==> config.mk <==
export PLATFORM = sky130hd
export DESIGN_NAME = mbld_front
export DESIGN_NICKNAME = d
export VERILOG_FILES = /design/src/rtl/mbld_pkg.sv /design/src/rtl/mbld_front.sv
export SDC_FILE = /design/constraint.sdc
export NUM_CORES = 1
export LEC_CHECK = 0
export BUFFER_PORTS_ARGS = -buffer_cell sky130_fd_sc_hd__buf_2
export CORE_ASPECT_RATIO = 1.4
export CORE_UTILIZATION = 51
export DETAILED_ROUTE_END_ITERATION = 16
export PLACE_DENSITY_LB_ADDON = 0.1
export SLEW_MARGIN = 10
export SYNTH_ARGS = -nofsm -noshare
export SYNTH_HDL_FRONTEND = slang
export SYNTH_SLANG_ARGS = --single-unit
==> constraint.sdc <==
create_clock -name clk -period 4.7 [get_ports clk]
set_input_delay 0.94 -clock clk [delete_from_list [all_inputs] [get_ports clk]]
set_output_delay 0.94 -clock clk [all_outputs]
set_load 0.1 [all_outputs]
==> src/rtl/mbld_pkg.sv <==
`timescale 1ns / 1ps
`default_nettype none
// ----------------------------------------------------------------------------
// mbld_pkg
// Shared sizes, codes, types and address helpers of the bitmap line drawer.
// ----------------------------------------------------------------------------
package mbld_pkg;

  localparam int ROW_BYTES    = 10;
  localparam int SIDE_PIXELS  = ROW_BYTES * 8;
  localparam int BITMAP_BYTES = ROW_BYTES * ROW_BYTES * 8;
  localparam int ADDR_W       = $clog2(BITMAP_BYTES);

  localparam int MODE_W      = 2;
  localparam int COORD_W     = 7;
  localparam int INDEX_W     = 10;
  localparam int COLOR_W     = 12;
  localparam int CFG_INDEX_W = 1;
  localparam int DELTA_W     = COORD_W + 1;
  localparam int ERR_W       = COORD_W + 4;

  localparam int QUEUE_DEPTH = 2;
  localparam int QPTR_W      = $clog2(QUEUE_DEPTH);
  localparam int QCNT_W      = $clog2(QUEUE_DEPTH + 1);

  localparam logic [COLOR_W-1:0] FG_RESET = 12'hFFF;
  localparam logic [COLOR_W-1:0] BG_RESET = 12'h000;

  localparam logic [MODE_W-1:0] MODE_CLEAR = 2'd0;
  localparam logic [MODE_W-1:0] MODE_LINE  = 2'd1;
  localparam logic [MODE_W-1:0] MODE_READ  = 2'd2;

  localparam logic [CFG_INDEX_W-1:0] REG_FOREGROUND = 1'b0;
  localparam logic [CFG_INDEX_W-1:0] REG_BACKGROUND = 1'b1;

  typedef enum logic [1:0] {
    OP_CLEAR,
    OP_LINE,
    OP_READ,
    OP_NOP
  } op_t;

  typedef struct packed {
    op_t                op;
    logic [COORD_W-1:0] start_x;
    logic [COORD_W-1:0] start_y;
    logic [COORD_W-1:0] end_x;
    logic [COORD_W-1:0] end_y;
    logic [ADDR_W-1:0]  addr;
    logic               addr_ok;
  } cmd_t;

  typedef struct packed {
    logic init_busy;
  } back_stat_t;

  typedef enum logic [3:0] {
    ST_INIT,
    ST_IDLE,
    ST_CLEAR,
    ST_LINE_RD,
    ST_LINE_WR,
    ST_READ_RD,
    ST_READ_WAIT,
    ST_EMIT,
    ST_ACK
  } state_t;

  function automatic logic [ADDR_W-1:0] pixel_addr(input logic [COORD_W-1:0] col,
                                                   input logic [COORD_W-1:0] row);
    pixel_addr = ADDR_W'(int'(row) * ROW_BYTES + int'(col >> 3));
  endfunction

  function automatic logic pixel_on_map(input logic [COORD_W-1:0] col,
                                        input logic [COORD_W-1:0] row);
    pixel_on_map = (int'(col) < SIDE_PIXELS) && (int'(row) < SIDE_PIXELS);
  endfunction

endpackage
`default_nettype wire

==> src/rtl/mbld_front.sv <==
`timescale 1ns / 1ps
`default_nettype none
// ----------------------------------------------------------------------------
// mbld_front
// Accepts input words, decodes the mode into an operation, checks the read
// index against the bitmap size and queues the command for the back end.
// ----------------------------------------------------------------------------
module mbld_front (
  input  wire                              clk,
  input  wire                              rst_n,
  input  wire                              in_valid,
  output logic                             in_ready,
  input  wire  [mbld_pkg::MODE_W-1:0]      in_mode,
  input  wire  [mbld_pkg::COORD_W-1:0]     in_start_x,
  input  wire  [mbld_pkg::COORD_W-1:0]     in_start_y,
  input  wire  [mbld_pkg::COORD_W-1:0]     in_end_x,
  input  wire  [mbld_pkg::COORD_W-1:0]     in_end_y,
  input  wire  [mbld_pkg::INDEX_W-1:0]     in_byte_index,
  input  mbld_pkg::back_stat_t             back_stat,
  output logic                             q_valid,
  output mbld_pkg::cmd_t                   q_cmd,
  input  wire                              q_pop
);

  mbld_pkg::cmd_t                     q_mem_r [mbld_pkg::QUEUE_DEPTH];
  logic [mbld_pkg::QPTR_W-1:0]        wr_ptr_r, wr_ptr_nxt;
  logic [mbld_pkg::QPTR_W-1:0]        rd_ptr_r, rd_ptr_nxt;
  logic [mbld_pkg::QCNT_W-1:0]        count_r, count_nxt;
  mbld_pkg::cmd_t                     cmd_in;
  logic                               push;
  logic                               pop;

  always_comb begin
    cmd_in         = '0;
    case (in_mode)
      mbld_pkg::MODE_CLEAR: cmd_in.op = mbld_pkg::OP_CLEAR;
      mbld_pkg::MODE_LINE:  cmd_in.op = mbld_pkg::OP_LINE;
      mbld_pkg::MODE_READ:  cmd_in.op = mbld_pkg::OP_READ;
      default:              cmd_in.op = mbld_pkg::OP_NOP;
    endcase
    cmd_in.start_x = in_start_x;
    cmd_in.start_y = in_start_y;
    cmd_in.end_x   = in_end_x;
    cmd_in.end_y   = in_end_y;
    cmd_in.addr    = mbld_pkg::ADDR_W'(in_byte_index);
    // an index past the bitmap reads as a clear byte
    cmd_in.addr_ok = int'(in_byte_index) < mbld_pkg::BITMAP_BYTES;
  end

  assign in_ready = (count_r != mbld_pkg::QCNT_W'(mbld_pkg::QUEUE_DEPTH))
                    && !back_stat.init_busy;
  assign q_valid  = (count_r != '0);
  assign q_cmd    = q_mem_r[rd_ptr_r];
  assign push     = in_valid && in_ready;
  assign pop      = q_pop && q_valid;

  always_comb begin
    wr_ptr_nxt = push ? wr_ptr_r + mbld_pkg::QPTR_W'(1) : wr_ptr_r;
    rd_ptr_nxt = pop  ? rd_ptr_r + mbld_pkg::QPTR_W'(1) : rd_ptr_r;
    count_nxt  = count_r;
    if (push && !pop) begin
      count_nxt = count_r + mbld_pkg::QCNT_W'(1);
    end else if (pop && !push) begin
      count_nxt = count_r - mbld_pkg::QCNT_W'(1);
    end
  end

  always_ff @(posedge clk) begin
    if (!rst_n) begin
      wr_ptr_r <= '0;
      rd_ptr_r <= '0;
      count_r  <= '0;
    end else begin
      wr_ptr_r <= wr_ptr_nxt;
      rd_ptr_r <= rd_ptr_nxt;
      count_r  <= count_nxt;
    end
  end

  always_ff @(posedge clk) begin
    if (push) begin
      q_mem_r[wr_ptr_r] <= cmd_in;
    end
  end

endmodule
`default_nettype wire

==> out/metrics.csv, run 1 <==
stage,metric,value,unit
clock_tree,clk_pin_slew,0.08,ns
placement,dp_hpwl,3320,µm
placement,place_congestion,0.687,
synth,async_reset_ff_frac,0,
timing,rsz0062_at_grt,no,
synth,synthFlopType,edfxtp_1,
clock_tree,cts_max_level,3,
global_routing,grt_max_degree,42,
min_path,min_path_type,flip-flop to flip-flop,
clock_tree,clk_latency,0.35,ns
die,die_y,95.8,µm
layout,fin_nets,294,
min_path,whs_path_depth,2,
routing,dr.pass1.iters,4,
clock_tree,hold_buffers,0,
timing,finalSetupViolCount,0,
synth,synth_top_area_cell,edfxtp_1,
synth,ys_seq_elements,87,
clock_tree,clock_path_buffers,2,
clock_tree,cts_tree,built,
synth,synthTopCellsByArea,"edfxtp_1 (77%), mux2_2 (13%), dfxtp_1 (3.1%), mux2_1 (1.1%), and2_1 (0.78%)",
synth,yosysMostFrequentCell,edfxtp_1,
synth,yosys.area_share.simple,0.0238,
synth,synthXorXnorAreaFrac,0.00819,
setup_path,cp.arrival,2.05,ns
global_routing,grt_first_pass_wirelength,7870,µm
die,rows,33,
min_path,whs_endpoint,count_r[1],
timing,finalCritPeriodShare,0.637,
clock_tree,clock-sinks,87,
routing,wirelength,5150,µm
synth,yosys.area_share.adder,0.00390,
status,status,"finished, final reports clean",
setup_path,crit_type,flip-flop to output port,
routing,wl_per_cell,16.0,µm
clock_tree,cts_setup_buffers,0,
timing,slew_headroom,0.331,
synth,synth_compound_area_frac,0.00819,
die,core_area,5950,µm²
setup_path,ff2ff_path_depth,4,
die,die_area,6620,µm²
synth,yosys.cell_types.count,22,
synth,synth_nets,202,
placement,dp_cells,307,
clock_tree,cts-root-buf,clkbuf_8,
timing,slew_violations,0,
synth,synth.yosys.seq_area_share,0.799,
routing,drt_iter0_markers,82,
timing,max_freq,0.334,GHz
setup_path,rr_endpoint,q_mem_r[0][1],
synth,synth_top_area_share,0.768,
routing,drc_errors,0,
synth,synth.area.mux_share,0.147,
synth,syn_area,3210,µm²
global_routing,overflow,0,
routing,vias_per_cell,5.09,
synth,yosysWarnings,0,
layout,fin_util,0.651,
synth,synth_top_family_by_area,multiplexers,
placement,port_buffers,87,
global_routing,grt_use_total,0.163,
layout,multiInputGateArea,622,µm²
die,io_pins,88,
routing,vias,1638,
global_routing,antenna_found_initial,0,
timing,finalClockSkew,0.0102,ns
routing,ant_nets,0,
layout,final-seq-area,2560,µm²
global_routing,grt_pass1_vias,1681,
layout,fill_cells,459,
layout,areaGrowthSynthToFinish,20.6,%
min_path,hp-start,count_r[1],
layout,antenna_cells,0,
synth,synthCells,156,
setup_path,reg2reg_from,count_r[0],
setup_path,cp-start-kind,flip-flop,
synth,postSynthAreaPerCell,20.6,µm²
setup_path,r2r_slack,2.40,ns
setup_path,crit_path_end_kind,output port,
layout,drive_above_1_share,0.571,
layout,fin_cells,322,
synth,synthTopCellsByCount,"edfxtp_1 (82), mux2_2 (38), buf_2 (5), dfxtp_1 (5), and2_1 (4)",
synth,synth_edf_count,82,
clock_tree,ctsResizeCount,0,
timing,min_period,2.99,ns
job,drv_cap,0,
clock_tree,numCtsBuffers,9,
timing,fin_tns_setup,0,ns
die,initial_core_util,0.540,
die,die_w,69.0,µm
setup_path,worstPathRequired,3.76,ns
timing,worst_pin_slew,1.00,ns
timing,hold_violations,0,
setup_path,critPathMaxFanout,41,
per-layer routing:
layer / wire length (µm) / vias up / part of all wire / GRT usage
met5: 0 / - / 0 / 0
met4: 96 / 0 / 0.019 / 0.0765
met3: 295 / 9 / 0.057 / 0.0565
met2: 2700 / 56 / 0.52 / 0.270
met1: 2050 / 786 / 0.40 / 0.193
li1: - / 787 / - / -
cell usage in the layout, fill, tap and decap left out, types with 2 or more instances in the layout:
cell and count:
clkbuf_8 9, buf_2 87, mux2_1 3, dfxtp_1 4, and2_1 3, mux2_2 38, xnor2_1 2, edfxtp_1 82
clkinv_2 3
flip-flops by register name (all words and copies together) (netlist names), named ones only:
register,flops
rd_ptr_r,1
q_mem_r,82
count_r,2
wr_ptr_r,1
cells by family (layout without fill, tap and decap cells):
kind of cell             Yosys count  in the layout
adder cells (fa/ha/maj)            1              1
multiplexers                      42             42
flip-flops                        87             87
AO/OA/AOI/OAI                      4              4
buffers and inverters              7            103
AND/OR/NAND/NOR                   12             12
XOR/XNOR                           3              3
area by class of cell:
cell class / instances / area share
well taps: 70 / 0.0226
repair buffers: 88 / 0.114
clock inverters: 5 / 0.00679
flip-flops and latches: 87 / 0.662
clock buffers: 10 / 0.0330
multi-input cells: 62 / 0.161
worst max-delay path: stages (launching register included):
cell and delay [ns]:
dfxtp_2 0.96, mux2_2 0.30, buf_2 0.43
how the worst max path moves through the flow:
stage	from	endpoint	slack (ns)
2_1_floorplan	back_stat	q_mem_r[0][0]	1.16
3_3_place_gp	back_stat	q_mem_r[0][2]	1.83
3_5_place_dp	back_stat	q_mem_r[0][9]	1.80
4_1_cts	flip-flop	q_cmd[29]	1.63
5_1_grt	flip-flop	q_cmd[25]	1.56
6_report	flip-flop	q_cmd[31]	1.71
metrics by stage:
stage | worst slack (ns) | hold slack [ns] | cell area, µm²
finish | 1.71 | 0.522 | 3870
global route | 1.56 | 0.581 | 3870
CTS | 1.63 | 0.523 | 3870
detailed placement | 1.80 | 0.510 | 3720
global placement | 1.83 | 0.492 | 3720
floorplan | 1.16 | 0.451 | 3210
Power of run 1 is not shown: default switching activity piles up to over one toggle a cycle in this logic, so the estimate is an artifact.
==> run 2, diff against run 1 <==
--- a/config.mk
+++ b/config.mk
@@ -7,7 +7,7 @@
 export LEC_CHECK = 0
 export BUFFER_PORTS_ARGS = -buffer_cell sky130_fd_sc_hd__buf_2
 export CORE_ASPECT_RATIO = 1.4
-export CORE_UTILIZATION = 51
+export CORE_UTILIZATION = 46
 export DETAILED_ROUTE_END_ITERATION = 16
 export PLACE_DENSITY_LB_ADDON = 0.1
 export SLEW_MARGIN = 10
==> constraint.sdc (replaced) <==
create_clock -name clk -period 2.62 [get_ports clk]
set_input_delay 0.524 -clock clk [delete_from_list [all_inputs] [get_ports clk]]
set_output_delay 0.524 -clock clk [all_outputs]
set_load 0.1 [all_outputs]
==> out/metrics.csv, run 2 (synthesis gave the netlist of run 1 again) <==
stage,metric,value,unit
status,status,"finished, final reports clean",
routing,vias_per_cell,4.81,
timing,finalCritPeriodShare,0.823,
timing,slew_violations,0,
timing,hold_violations,0,
clock_tree,clk_latency,0.35,ns
layout,fill_cells,554,
setup_path,cp.arrival,1.63,ns
placement,dp_hpwl,3400,µm
setup_path,critPathMaxFanout,21,
layout,areaGrowthSynthToFinish,24.3,%
placement,port_buffers,87,
job,drv_cap,0,
die,die_w,72.6,µm
global_routing,overflow,0,
global_routing,met3_usage,0.0380,
clock_tree,cts_setup_buffers,0,
routing,vias,1677,
layout,drive_above_1_share,0.576,
timing,max_freq,0.464,GHz
die,rows,35,
routing,wl_per_cell,14.7,µm
clock_tree,cts_max_level,3,
layout,antenna_cells,0,
global_routing,grt_first_pass_wirelength,7620,µm
routing,drc_errors,0,
global_routing,gr-usage-met1,0.175,
placement,place_congestion,0.652,
clock_tree,clk_pin_slew,0.08,ns
global_routing,antenna_found_initial,0,
global_routing,grt.busiest_layer,met2,
layout,final_cell_mix,"buf_2 (87), edfxtp_1 (82), mux2_2 (38)",
timing,slew_headroom,0.666,
setup_path,crit_path_end_kind,output port,
min_path,min_path_type,input pin to flip-flop,
layout,fin_nets,298,
setup_path,worstPathRequired,2.10,ns
setup_path,crit_type,flip-flop to output port,
timing,worst_pin_slew,0.505,ns
layout,largest_reg_flops,82,
global_routing,grt_max_degree,42,
global_routing,grt_use_total,0.149,
setup_path,r2r_slack,0.79,ns
die,initial_core_util,0.482,
die,die_y,101,µm
timing,finalSetupViolCount,0,
layout,top_register,q_mem_r,
clock_tree,clock-sinks,87,
routing,wirelength,5120,µm
setup_path,cp-start-kind,flip-flop,
clock_tree,hold_buffers,0,
die,core_area,6660,µm²
routing,drt_iter0_markers,74,
layout,fin_util,0.599,
layout,reg_top3,"q_mem_r x82, count_r x2",
clock_tree,numCtsBuffers,9,
clock_tree,clock_path_buffers,2,
timing,min_period,2.16,ns
clock_tree,ctsResizeCount,0,
die,die_area,7320,µm²
routing,ant_nets,0,
routing,dr.pass1.iters,4,
clock_tree,cts-root-buf,clkbuf_8,
timing,fin_tns_setup,0,ns
timing,hold-worst-slack,0.362,ns
global_routing,grt_pass1_vias,1633,
global_routing,grt.met2_usage,0.239,
layout,final_common_cell,buf_2,
timing,finalClockSkew,0.00725,ns
timing,rsz0062_at_grt,no,
clock_tree,cts_tree,built,
die,io_pins,88,
==> run 2: worst max-delay path: stages, from the launching register on <==
cell and delay, ns:
dfxtp_2 0.33, buf_4 0.28, mux2_2 0.38, buf_2 0.29
==> run 2: per-layer routing <==
| metal | wire length [µm] | share of wire |
|---|---|---|
| met1 | 2170 | 0.42 |
| met2 | 2560 | 0.50 |
| met3 | 261 | 0.051 |
| met4 | 127 | 0.025 |
| met5 | 0 | 0 |
==> run 2: metrics by stage <==
stage / cell area, µm² / setup slack, ns / std cells
6_report: 3990 / 0.465 / 349
2_1_floorplan: 3210 / 0.264 / 156
3_5_place_dp: 3800 / 0.604 / 333
5_1_grt: 3990 / 0.381 / 349
3_3_place_gp: 3800 / 0.605 / 333
4_1_cts: 3990 / 0.430 / 349
==> run 2: path summary, 6_finish.rpt <==
check,from,end,cells after the start
setup reg to reg,count_r[0],q_mem_r[1][32],4
setup / recovery,flip-flop,q_cmd[24],3
hold / removal,in_byte_index[0],q_mem_r[0][1],1
hold reg to reg,wr_ptr_r,wr_ptr_r,2
==> run 2: final cells by class <==
type                       instances  area, µm²  area share
tap                               92        115      0.0289
multi-input combinational         62        622       0.156
clock buffer                      10        128      0.0320
clock inverter                     6       61.3      0.0154
sequential                        87       2560       0.643
timing repair buffer              92        498       0.125
Power of run 2 is left out for the same reason.
